--- config.mk ---
export PLATFORM = sky130hd
export DESIGN_NAME = stochastic_universal_sampler
export DESIGN_NICKNAME = d
export VERILOG_FILES = /design/src/hw/rtl/sus_pkg.sv /design/src/hw/rtl/sus_ctrl.sv /design/src/hw/rtl/sus_dp.sv /design/src/hw/rtl/stochastic_universal_sampler.sv
export VERILOG_INCLUDE_DIRS = /design/src /design/src/hw/rtl
export SDC_FILE = /design/constraint.sdc
export NUM_CORES = 2
export LEC_CHECK = 0
export ABC_AREA = 0
export BUFFER_PORTS_ARGS = -buffer_cell sky130_fd_sc_hd__buf_4
export CORE_MARGIN = 2
export CORE_UTILIZATION = 51
export CTS_CLUSTER_DIAMETER = 30
export CTS_CLUSTER_SIZE = 14
export DETAILED_ROUTE_END_ITERATION = 12
export PLACE_DENSITY = 0.68
export SYNTH_ARGS = -nofsm -noshare
export SYNTH_HDL_FRONTEND = slang
export SYNTH_SLANG_ARGS = --single-unit
--- constraint.sdc ---
create_clock -name clk -period 4.71 [get_ports clk]
set_input_delay 0.942 -clock clk [delete_from_list [all_inputs] [get_ports clk]]
set_output_delay 0.942 -clock clk [all_outputs]
set_load 0.02 [all_outputs]
--- src/hw/rtl/stochastic_universal_sampler_assert.svh ---
// Assertion macros used by the sampler top level.
`ifndef STOCHASTIC_UNIVERSAL_SAMPLER_ASSERT_SVH
`define STOCHASTIC_UNIVERSAL_SAMPLER_ASSERT_SVH

// Same-cycle implication, sampled on clk, off during reset.
`define SUS_ASSERT_NOW(label, ante, cons) \
	label: assert property (@(posedge clk) disable iff (!arst_n) (ante) |-> (cons)) \
		else $error("sampler check failed");

// Next-cycle implication, sampled on clk, off during reset.
`define SUS_ASSERT_NEXT(label, ante, cons) \
	label: assert property (@(posedge clk) disable iff (!arst_n) (ante) |=> (cons)) \
		else $error("sampler check failed");

`endif

--- src/hw/rtl/sus_pkg.sv ---
// Shared constants and controller/datapath interface types of the sampler.
package sus_pkg;

	localparam int CHOSEN_W          = 6;
	localparam int WEIGHT_IN_W       = 16;
	localparam int PICK_W            = 8;
	localparam int RAND_W            = 16;
	localparam int POP_MAX_DEF       = 64;
	localparam int WEIGHT_BITS_DEF   = 16;
	localparam int FRACTION_BITS_DEF = 16;

	typedef struct packed {
		logic load;
		logic start;
		logic div_step;
		logic mul_step;
		logic walk_init;
		logic walk_step;
		logic fin;
	} sus_cmd_t;

	typedef struct packed {
		logic n_zero;
		logic walk_end;
		logic out_free;
	} sus_sts_t;

endpackage

--- src/hw/rtl/sus_ctrl.sv ---
// Sequencing state machine of the sampler: load, divide, multiply, set up, walk, finish.
module sus_ctrl #(
	parameter int DIV_W = 39
) (
	input  logic             clk,
	input  logic             arst_n,
	input  logic             in_valid,
	input  logic             last_weight,
	input  sus_pkg::sus_sts_t sts,
	output logic             in_ready,
	output sus_pkg::sus_cmd_t cmd
);

	localparam int STEP_W = $clog2(DIV_W + 1);

	typedef enum logic [2:0] {
		ST_IDLE,
		ST_DIV,
		ST_MUL,
		ST_PRE,
		ST_WALK,
		ST_FIN
	} state_t;

	state_t            state_q;
	logic [STEP_W-1:0] step_q;
	logic              accept;

	assign in_ready = (state_q == ST_IDLE);
	assign accept   = in_valid && in_ready;

	always_comb begin
		cmd           = '0;
		cmd.load      = accept;
		cmd.start     = accept && last_weight;
		cmd.div_step  = (state_q == ST_DIV);
		cmd.mul_step  = (state_q == ST_MUL);
		cmd.walk_init = (state_q == ST_PRE);
		cmd.walk_step = (state_q == ST_WALK);
		cmd.fin       = (state_q == ST_FIN);
	end

	always_ff @(posedge clk or negedge arst_n) begin
		if (!arst_n) begin
			state_q <= ST_IDLE;
			step_q  <= '0;
		end else begin
			case (state_q)
				ST_IDLE: begin
					step_q <= '0;
					if (accept && last_weight) begin
						state_q <= sts.n_zero ? ST_FIN : ST_DIV;
					end
				end
				ST_DIV: begin
					if (step_q == STEP_W'(DIV_W - 1)) begin
						step_q  <= '0;
						state_q <= ST_MUL;
					end else begin
						step_q <= step_q + STEP_W'(1);
					end
				end
				ST_MUL: begin
					if (step_q == STEP_W'(sus_pkg::RAND_W - 1)) begin
						step_q  <= '0;
						state_q <= ST_PRE;
					end else begin
						step_q <= step_q + STEP_W'(1);
					end
				end
				ST_PRE: state_q <= ST_WALK;
				ST_WALK: begin
					if (sts.walk_end) state_q <= ST_FIN;
				end
				ST_FIN: begin
					if (sts.out_free) state_q <= ST_IDLE;
				end
				default: state_q <= ST_IDLE;
			endcase
		end
	end

endmodule

--- src/hw/rtl/sus_dp.sv ---
// Sampler datapath: weight memory, total, serial divider and multiplier, pointer walk.
module sus_dp #(
	parameter int POP_MAX       = sus_pkg::POP_MAX_DEF,
	parameter int WEIGHT_BITS   = sus_pkg::WEIGHT_BITS_DEF,
	parameter int FRACTION_BITS = sus_pkg::FRACTION_BITS_DEF,
	parameter int DIV_W         = 39
) (
	input  logic                         clk,
	input  logic                         arst_n,
	input  sus_pkg::sus_cmd_t            cmd,
	output sus_pkg::sus_sts_t            sts,
	input  logic [sus_pkg::WEIGHT_IN_W-1:0] weight,
	input  logic [sus_pkg::PICK_W-1:0]   pick_count,
	input  logic [sus_pkg::RAND_W-1:0]   rand_fraction,
	output logic                         out_valid,
	input  logic                         out_ready,
	output logic [sus_pkg::CHOSEN_W-1:0] chosen_index,
	output logic                         last_result,
	output logic                         nothing_chosen
);

	localparam int IDX_W = (POP_MAX > 1) ? $clog2(POP_MAX) : 1;
	localparam int CNT_W = $clog2(POP_MAX + 1);
	localparam int TOT_W = DIV_W - FRACTION_BITS;
	localparam int PW    = sus_pkg::PICK_W;

	logic [WEIGHT_BITS-1:0] mem [POP_MAX];
	logic [WEIGHT_BITS-1:0] rd_q;
	logic [IDX_W-1:0]       rd_addr;

	logic [CNT_W-1:0]  cnt_q;
	logic [TOT_W-1:0]  total_q;
	logic [PW-1:0]     n_q;
	logic [sus_pkg::RAND_W-1:0] r_q;
	logic [PW-1:0]     rem_q;
	logic [DIV_W-1:0]  quo_q;
	logic [DIV_W:0]    acc_q;
	logic [DIV_W:0]    ptr_q;
	logic [DIV_W-1:0]  sum_q;
	logic [PW-1:0]     j_q;
	logic [IDX_W-1:0]  idx_q;
	logic [IDX_W-1:0]  prev_q;
	logic              have_prev_q;
	logic              out_valid_q;
	logic [sus_pkg::CHOSEN_W-1:0] out_idx_q;
	logic              out_last_q;
	logic              out_none_q;

	logic [WEIGHT_BITS-1:0] w_in;
	logic              store_ok;
	logic [TOT_W-1:0]  tot_new;
	logic [PW:0]       div_t;
	logic [PW:0]       div_diff;
	logic              div_ge;
	logic [DIV_W+1:0]  mul_sum;
	logic              j_done, below, more, need_push, out_free;
	logic              advance, hit, take, walk_push, fin_push;

	assign w_in     = WEIGHT_BITS'(weight);
	assign store_ok = cnt_q < CNT_W'(POP_MAX);
	assign tot_new  = store_ok ? total_q + TOT_W'(w_in) : total_q;

	// One quotient bit per step, dividend shifted in from the top of quo_q.
	assign div_t    = {rem_q, quo_q[DIV_W-1]};
	assign div_ge   = div_t >= {1'b0, n_q};
	assign div_diff = div_t - {1'b0, n_q};

	// Shift-add over the random fraction, LSB first, halving each step.
	assign mul_sum = (DIV_W+2)'(acc_q) + (r_q[0] ? (DIV_W+2)'(quo_q) : '0);

	assign out_free  = !out_valid_q || out_ready;
	assign j_done    = (j_q == n_q);
	assign below     = {1'b0, sum_q} < ptr_q;
	assign more      = (CNT_W'(idx_q) + CNT_W'(1)) < cnt_q;
	assign need_push = have_prev_q && (prev_q != idx_q);
	assign advance   = cmd.walk_step && !j_done && below && more;
	assign hit       = cmd.walk_step && !j_done && !below;
	assign take      = hit && (!need_push || out_free);
	assign walk_push = hit && need_push && out_free;
	assign fin_push  = cmd.fin && out_free;

	assign sts.n_zero   = (pick_count == '0);
	assign sts.walk_end = j_done || (below && !more);
	assign sts.out_free = out_free;

	// Address for next cycle's registered read: the entry after idx during the walk, else entry 0.
	always_comb begin
		if (cmd.walk_init) rd_addr = IDX_W'(1);
		else if (advance) rd_addr = idx_q + IDX_W'(2);
		else if (cmd.walk_step) rd_addr = idx_q + IDX_W'(1);
		else rd_addr = '0;
	end

	always_ff @(posedge clk) begin
		if (cmd.load && store_ok) mem[cnt_q[IDX_W-1:0]] <= w_in;
		rd_q <= mem[rd_addr];
	end

	always_ff @(posedge clk) begin
		if (cmd.start) begin
			n_q   <= pick_count;
			r_q   <= rand_fraction;
			rem_q <= '0;
			quo_q <= DIV_W'(tot_new) << FRACTION_BITS;
			acc_q <= '0;
		end
		if (cmd.div_step) begin
			rem_q <= div_ge ? div_diff[PW-1:0] : div_t[PW-1:0];
			quo_q <= {quo_q[DIV_W-2:0], div_ge};
		end
		if (cmd.mul_step) begin
			acc_q <= mul_sum[DIV_W+1:1];
			r_q   <= r_q >> 1;
		end
		if (cmd.walk_init) begin
			ptr_q <= acc_q;
			sum_q <= DIV_W'(rd_q) << FRACTION_BITS;
			j_q   <= '0;
			idx_q <= '0;
		end
		if (advance) begin
			idx_q <= idx_q + IDX_W'(1);
			sum_q <= sum_q + (DIV_W'(rd_q) << FRACTION_BITS);
		end
		if (take) begin
			j_q    <= j_q + PW'(1);
			ptr_q  <= ptr_q + (DIV_W+1)'(quo_q);
		end
		if (cmd.start) prev_q <= '0;
		else if (take) prev_q <= idx_q;
		if (walk_push || fin_push) begin
			out_idx_q  <= sus_pkg::CHOSEN_W'(prev_q);
			out_last_q <= fin_push;
			out_none_q <= fin_push && !have_prev_q;
		end
	end

	always_ff @(posedge clk or negedge arst_n) begin
		if (!arst_n) begin
			cnt_q       <= '0;
			total_q     <= '0;
			have_prev_q <= 1'b0;
			out_valid_q <= 1'b0;
		end else begin
			if (fin_push) begin
				cnt_q   <= '0;
				total_q <= '0;
			end else if (cmd.load && store_ok) begin
				cnt_q   <= cnt_q + CNT_W'(1);
				total_q <= tot_new;
			end
			if (cmd.start) have_prev_q <= 1'b0;
			else if (take) have_prev_q <= 1'b1;
			if (walk_push || fin_push) out_valid_q <= 1'b1;
			else if (out_ready) out_valid_q <= 1'b0;
		end
	end

	assign out_valid      = out_valid_q;
	assign chosen_index   = out_idx_q;
	assign last_result    = out_last_q;
	assign nothing_chosen = out_none_q;

endmodule

--- src/hw/rtl/stochastic_universal_sampler.sv ---
// Stochastic universal sampler top level: controller plus datapath.
// Weights enter one beat per cycle while the sampler is idle and are stored in
// order (beyond POP_MAX they are dropped) while their total is kept. The beat
// with last_weight set also carries pick_count n and rand_fraction r and
// starts a pass: the spacing p = (total << FRACTION_BITS) / n comes from a
// restoring divider, one quotient bit a cycle; start = r*p >> 16 comes from a
// shift-add multiplier; a setup state follows. The walk then steps once per
// pointer and once per stored weight it passes, stalling while a chosen index
// waits on a full output, and a finish state hands out the final beat. Chosen
// indices leave in ascending order, each once, the last one flagged with
// last_result; with n = 0 a single beat with nothing_chosen set is returned.
// The input is not ready during a pass; the output register lets a weight
// beat be taken while a result waits.
module stochastic_universal_sampler #(
	parameter int POP_MAX       = sus_pkg::POP_MAX_DEF,
	parameter int WEIGHT_BITS   = sus_pkg::WEIGHT_BITS_DEF,
	parameter int FRACTION_BITS = sus_pkg::FRACTION_BITS_DEF
) (
	input  logic                            clk,
	input  logic                            arst_n,
	input  logic                            in_valid,
	output logic                            in_ready,
	input  logic [sus_pkg::WEIGHT_IN_W-1:0] weight,
	input  logic                            last_weight,
	input  logic [sus_pkg::PICK_W-1:0]      pick_count,
	input  logic [sus_pkg::RAND_W-1:0]      rand_fraction,
	output logic                            out_valid,
	input  logic                            out_ready,
	output logic [sus_pkg::CHOSEN_W-1:0]    chosen_index,
	output logic                            last_result,
	output logic                            nothing_chosen
);

	`include "stochastic_universal_sampler_assert.svh"

	// Dividend width: total (weights plus count headroom) scaled by the fraction.
	localparam int DIV_W = WEIGHT_BITS + $clog2(POP_MAX + 1) + FRACTION_BITS;

	sus_pkg::sus_cmd_t cmd;
	sus_pkg::sus_sts_t sts;

	sus_ctrl #(
		.DIV_W(DIV_W)
	) u_ctrl (
		.clk        (clk),
		.arst_n     (arst_n),
		.in_valid   (in_valid),
		.last_weight(last_weight),
		.sts        (sts),
		.in_ready   (in_ready),
		.cmd        (cmd)
	);

	sus_dp #(
		.POP_MAX      (POP_MAX),
		.WEIGHT_BITS  (WEIGHT_BITS),
		.FRACTION_BITS(FRACTION_BITS),
		.DIV_W        (DIV_W)
	) u_dp (
		.clk           (clk),
		.arst_n        (arst_n),
		.cmd           (cmd),
		.sts           (sts),
		.weight        (weight),
		.pick_count    (pick_count),
		.rand_fraction (rand_fraction),
		.out_valid     (out_valid),
		.out_ready     (out_ready),
		.chosen_index  (chosen_index),
		.last_result   (last_result),
		.nothing_chosen(nothing_chosen)
	);

	// A pass in its divide or walk steps never takes new weights.
	`SUS_ASSERT_NOW(a_walk_blocks_input, cmd.walk_step || cmd.div_step, !in_ready)
	// A last weight always starts a pass: input closes on the next cycle.
	`SUS_ASSERT_NEXT(a_last_starts_pass, in_valid && in_ready && last_weight, !in_ready)
	// An empty result only ever closes a pass and carries index zero.
	`SUS_ASSERT_NOW(a_empty_result, out_valid && nothing_chosen,
		last_result && (chosen_index == '0))

endmodule
Word-level counts from Yosys, hierarchy flattened
Memory sizes are Yosys's and may differ from the RTL's. A register that Yosys moved wholly into a read port is not among the register bits.
Cells that the tools add are included.
{"block": "op_classes", "n_addsub": 11, "n_mux": 42, "n_eq_ne": 14, "n_reduce_logical": 35, "n_lt_le_gt_ge": 4}
{"cell": "$mux 39", "n": 5}
{"cell": "$mux 40", "n": 4}
{"cell": "$mux 23", "n": 3}
{"cell": "$mux 6", "n": 7}
{"cell": "$add 40x41->41", "n": 1}
{"cell": "$add 40x39->40", "n": 1}
{"cell": "$lt 39x40->1", "n": 1}
{"cell": "$mux 8", "n": 5}
{"cell": "$add 39x32->39", "n": 1}
{"cell": "$mux 15", "n": 2}
{"cell": "$add 23x16->23", "n": 1}
{"cell": "$mux 3", "n": 6}
{"cell": "$pmux 3 s6", "n": 1}
{"cell": "$pmux 6 s3", "n": 1}
{"cell": "$logic_and 1x1->1", "n": 14}
{"cell": "$mux 7", "n": 2}
{"cell": "$reduce_bool 2->1", "n": 7}
{"cell": "$add 6x1->6 const B", "n": 2}
{"cell": "$ge 9x8->1", "n": 1}
{"cell": "$add 8x1->8 const B", "n": 1}
{"cell": "$eq 8x8->1", "n": 1}
{"cell": "$logic_not 8->1", "n": 1}
{"cell": "$sub 8x8->8", "n": 1}
{"cell": "$add 6x1->7 const B", "n": 1}
{"cell": "other kinds (18)", "n": 36}
{"block": "word_totals", "mem_bits_rw": 1024, "word_cells": 127, "out_inout_bits": 10, "register_bits": 259, "mem_count": 1}
{"name": "u_dp.mem", "depth": 64, "word_bits": 16, "rd": 1, "rd_ports_with_merged_regs": 1, "write_ports": 1, "line": "sus_dp.sv:27", "text": "logic [WEIGHT_BITS-1:0] mem [POP_MAX];"}

Logic depth before layout (Yosys ltp)
{"block": "depth", "ltp_word": 8, "ltp_mapped": 19}

Cells and area by module
From an unflattened synthesis, not the netlist that was laid out.
{"block": "unflattened", "hier_cells": 4452, "hier_area_um2": 58167.0}
{"mod": "sus_dp", "area_each_um2": 57567.7, "instances": 1, "seq_area_each_um2": 37866.3, "cells_per_inst": 4379}
{"mod": "sus_ctrl", "area_each_um2": 599.3, "instances": 1, "seq_area_each_um2": 225.2, "cells_per_inst": 73}

Least setup slack after synthesis
Ideal clock, no wire load.
{"block": "synth_path", "kind": "register -> register", "from": "register u_dp.sum_q[23]", "to": "register u_dp.j_q[0] (enable)", "period_less_slack_ns": 4.023, "path_buffers": 2, "setup_time_ns": 0.586, "t_required_ns": 4.124, "stages_incl_launch_ff": 11, "slack_ns": 0.687, "arrival_ns": 3.437, "path_cell_list": "edfxtp_1 -> ha_1 -> and4_1 -> and4_1 -> a22o_1 -> o31ai_2 -> a21boi_0 -> o21ai_1 -> clkbuf_1 -> clkbuf_1 -> nand2_1"}
{"block": "synth_via", "elab_chain_cells": 5}
{"element": "start: declaration", "line": "sus_dp.sv:39", "text": "logic [DIV_W-1:0] sum_q;"}
{"element": "start signal: assignment", "line": "sus_dp.sv:117", "text": "sum_q <= DIV_W'(rd_q) << FRACTION_BITS;"}
{"element": "start signal: assignment", "line": "sus_dp.sv:123", "text": "sum_q <= sum_q + (DIV_W'(rd_q) << FRACTION_BITS);"}
{"element": "$lt 39x40->1", "line": "sus_dp.sv:73", "text": "assign below = {1'b0, sum_q} < ptr_q;"}
{"element": "$logic_not 1->1", "line": "sus_dp.sv:77", "text": "assign hit = cmd.walk_step && !j_done && !below;"}
{"element": "$logic_and 1x1->1", "line": "sus_dp.sv:77"}
{"element": "$logic_and 1x1->1", "line": "sus_dp.sv:78", "text": "assign take = hit && (!need_push || out_free);"}
{"element": "$reduce_bool 2->1 (no source line)"}
{"element": "end signal: assignment", "line": "sus_dp.sv:126", "text": "j_q <= j_q + PW'(1);"}
{"element": "end: declaration", "line": "sus_dp.sv:40", "text": "logic [PW-1:0] j_q;"}
No other way between the ends.
A chain may end at the register's enable or synchronous reset.

Final worst setup path
{"block": "layout_path", "from": "register u_dp.idx_q[1]", "to": "register u_dp.rd_q[3], read port of u_dp.mem"}
{"block": "layout_via", "elab_chain_cells": 5, "word_cells_on_any_way": 8, "classes_between": "3 x add/sub; 1 x order compare; 3 x mux; 1 x reduce/logical"}
{"element": "start: declaration", "line": "sus_dp.sv:41", "text": "logic [IDX_W-1:0] idx_q;"}
{"element": "start signal: assignment", "line": "sus_dp.sv:122", "text": "idx_q <= idx_q + IDX_W'(1);"}
{"element": "$add 6x1->7", "line": "sus_dp.sv:74", "text": "assign more = (CNT_W'(idx_q) + CNT_W'(1)) < cnt_q;"}
{"element": "$lt 7x7->1", "line": "sus_dp.sv:74"}
{"element": "$logic_and 1x1->1", "line": "sus_dp.sv:76", "text": "assign advance = cmd.walk_step && !j_done && below && more;"}
{"element": "$mux 6 (*)", "line": "sus_dp.sv:89", "text": "else if (advance) rd_addr = idx_q + IDX_W'(2);"}
{"element": "$mux 6 (*)", "line": "sus_dp.sv:88", "text": "if (cmd.walk_init) rd_addr = IDX_W'(1);"}
{"element": "end: declaration", "line": "sus_dp.sv:28", "text": "logic [WEIGHT_BITS-1:0] rd_q;"}
Every way passes the cells marked *; elsewhere a longest branch is shown, timed or not.

==> flow_summary_export.csv <==
group,metric,value,unit
finish,finalNonFillerCells,6574,
setup_path,slowest_stage,"edfxtp_1",
timing,final-hold-violation-count,0,
timing,worst_slack,0.07829,ns
floorplan,coreArea,0.1120,mm2
routing,dr.pass1.iters,6,
logic_synthesis,synth-edff-count,1219,
grt,grt_usage,27.32,%
timing,timing.final.crit_share,98.34,%
timing,fin_crit,4.632,ns
finish,diodes,0,
clock_network,clkLatencyLatePin,0.88,ns
setup_path,critPathRequiredTime,5.46,ns
routing,drt_iter0_markers,4669,
grt,grt_antenna_before_repair,4,
routing,wl_per_cell,24.17,um
grt,grt_max_degree,97,
outcome,status,"complete, no violations",
setup_path,r2r_slack,0.08,ns
worst_hold_path,hold_class,"in2async",
setup_path,cp-end-kind,"flip-flop",
floorplan,rows,123,
timing,skew,0.1207,ns
setup_path,rr_worst_depth,17,
setup_path,critical-path-top-delay-family,"compound AO/OA/AOI/OAI gates",
logic_synthesis,synth_area_per_cell,12.68,um2
timing,tightest_slew,1.242,ns
logic_synthesis,synth_cell_type_count,82,
finish,area_growth,21.79,%
floorplan,initial_utilization,51.26,%
clock_network,cts-root-buf,"clkbuf_16",
floorplan,die_h,339.6,um
power,ir_worst_vdd,0.4321,mV
routing,via_count,39290,
routing,vias_per_cell,5.976,
finish,drive_above_1_share,16.28,%
logic_synthesis,netlist.area_leader.share,63.74,%
placement,port-buffer-count,54,
logic_synthesis,yosysSeqAreaShare,66.33,%
finish,nNetsFinal,5062,
grt,grt_pass1_wl,237.8,mm
power,fin_total_pwr,46.10,mW
floorplan,ios,55,
timing,slew_violations,0,
logic_synthesis,ys_ff_latch,1283,
logic_synthesis,synth_area_leaders,"edfxtp_1, nand2_1, ha_1",
routing,post-route-drc-count,0,
floorplan,dieWidth,339.6,um
flow_run,cap_violations,0,
setup_path,path_cells,"ha_1, nand4_1, xnor2_2, ha_1, a21o_1, a21oi_1, o211a_1, nand3_4, mux2i_2, buf_4, nor2_1, buf_12, a221oi_1, buf_4, a31oi_1, nand3_1, a211o_1",
clock_network,clock_sinks,1283,
placement,place_congestion,0.9006,
setup_path,cp_max_fo,15,
clock_network,cts_tree,"built",
clock_network,clockBufferDepth,3,
finish,fillers,8344,
grt,grt_overflow,0,
placement,dp_cells,6110,
power,power_leakage,26.38,nW
logic_synthesis,syn_nets,4731,
placement,dp_hpwl,100.4,mm
clock_network,cts.clk_slew.worst_paths,0.06,ns
logic_synthesis,synth_cells,4529,
floorplan,dieArea,0.1153,mm2
timing,slew_headroom,16.94,%
clock_network,htreeDepth,4,
timing,setup_viol,0,
setup_path,r2r-end,"u_dp.rd_q[3]",
timing,fmax,0.2159,GHz
setup_path,setup.worst_path.start_class,"flip-flop",
power,cellPowerDensity,659.1,mW/mm2
clock_network,cts_buffers,241,
logic_synthesis,syn_area,0.05743,mm2
grt,grt_pass1_vias,38540,
logic_synthesis,synthArstFlopShare,3.196,%
setup_path,cp.arrival,5.38,ns
setup_path,cp_slowest_stage_delay,0.40,ns
logic_synthesis,ys.flop_type,"edfxtp_1",
setup_path,worstSetupPathType,"reg2reg",
setup_path,worst-path-buf-inv,3,
routing,routed_wl,158.9,mm
setup_path,rr_startpoint,"u_dp.idx_q[1]",
routing,antenna_left,0,
placement,pre_cts_ws,-0.1984,ns
logic_synthesis,yosysWarningCount,0,
logic_synthesis,synth_area_leader_cell,"edfxtp_1",
==> cell usage in the layout, fill, tap and decap left out, types with 83 or more instances in the layout <==
cell type     n
nand3_1     350
clkbuf_16   243
ha_1        152
nor2_1      219
nand2_1     773
a21oi_1     230
inv_1        83
buf_4       289
o21ai_0     158
edfxtp_1   1219
mux2i_1     161
==> report_power, final <==
group / switching [mW] / internal, mW
clock: 6.14 / 11.9
combinational: 8.26 / 5.07
sequential: 0.912 / 13.8
==> worst max-delay path by stage <==
stage / startpoint / end / slack (ns) / cells after the start
floorplan: u_dp.sum_q[23] / u_dp.j_q[0] / 0.69 / 10
global placement: u_dp.j_q[0] / u_dp.rd_q[12] / -0.18 / 12
detailed placement: u_dp.idx_q[1] / u_dp.rd_q[5] / -0.20 / 17
CTS: u_dp.idx_q[1] / u_dp.rd_q[0] / 0.06 / 14
global route: u_dp.idx_q[1] / u_dp.rd_q[12] / -0.03 / 16
finish: u_dp.idx_q[1] / u_dp.rd_q[3] / 0.08 / 17
==> flip-flops by register name (all words and copies together) (netlist names), 7 cells and up <==
name and flops:
u_dp.total_q 23, u_dp.mem 1024, u_dp.acc_q 40, u_dp.cnt_q 7, u_dp.j_q 8, u_dp.sum_q 23, u_dp.rem_q 8, u_dp.r_q 16
u_dp.ptr_q 40, u_dp.n_q 8, u_dp.quo_q 39, u_dp.rd_q 16
==> repair_timing <==
action                     in CTS  in global routing
cloned                          0                  1
resized for setup               9                 22
buffers inserted                0                  6
setup endpoints to repair       9                 14
hold buffers                    0                  0
pin swaps                       0                  1
==> kinds of logic (layout without fill, tap and decap cells) <==
logic type	count (synthesis)	after routing	synth area share, %
compound gates	776	776	8.403
flops	1283	1283	66.33
fa+ha+maj	157	157	3.486
mux	204	204	4.286
xor+xnor	133	133	2.028
simple gates	1665	1666	13.12
buf+inv	311	855	2.346
==> synth_stat cells (all sizes together), types with 17 or more instances <==
| master | count |
|---|---|
| nor3 | 27 |
| o22ai | 47 |
| a211o | 20 |
| a21o | 62 |
| o21bai | 17 |
| dfxtp | 23 |
| a21oi | 231 |
| nand2 | 781 |
| xnor2 | 69 |
| o21ai | 173 |
| nand2b | 23 |
| nor4 | 38 |
| edfxtp | 1219 |
| nand3 | 356 |
| mux2i | 163 |
| a211oi | 60 |
| and2 | 65 |
| buf | 121 |
| a31oi | 62 |
| ha | 152 |
| dfrtp | 41 |
| nor2 | 223 |
| clkbuf | 104 |
| nor2b | 29 |
| mux4 | 32 |
| nand4 | 30 |
| xor2 | 64 |
| inv | 83 |
| and3 | 47 |
==> worst register-to-register path, cell delays in order, from the launching register on <==
cell and delay [ns]:
edfxtp_1 0.40, ha_1 0.24, nand4_1 0.18, xnor2_2 0.19, ha_1 0.32, a21o_1 0.16
a21oi_1 0.17, o211a_1 0.30, nand3_4 0.21, mux2i_2 0.35, buf_4 0.26, nor2_1 0.28
buf_12 0.19, a221oi_1 0.08, buf_4 0.16, a31oi_1 0.40, nand3_1 0.31, a211o_1 0.32
==> layout make-up <==
cell class              instances  area [um2]  area share [%]
clock inverters               197        2586           3.698
clock buffers                 260        6165           8.814
multi-input cells            2936       18270           26.12
inverters                      86       322.8          0.4615
flip-flops and latches       1283       38090           54.46
repair buffers                312        2630           3.760
well taps                    1500        1877           2.683
==> per-stage QoR <==
stage                     utilization, %  area [um2]   TNS, ns  hold WS (ns)
after global routing               62.43       69940  -0.03114        0.1181
final                              62.43       69940         0       0.08952
after global placement             54.41       60960    -1.041        0.4451
after floorplan                        -       57430         0        0.4366
after detailed placement           54.41       60960   -0.6961        0.4656
after CTS                          62.26       69760         0       0.07526
==> per-layer routing <==
metal  vias up  global-route usage (%)  share of wire (%)
met5         -                       0              0.032
met4         6                   12.08                4.0
met3       315                   5.712                9.5
met2      1944                   42.56                 46
met1     19360                   37.23                 40
li1      17670                       -                  -
Note: power is estimated with default switching activity, not from simulation.
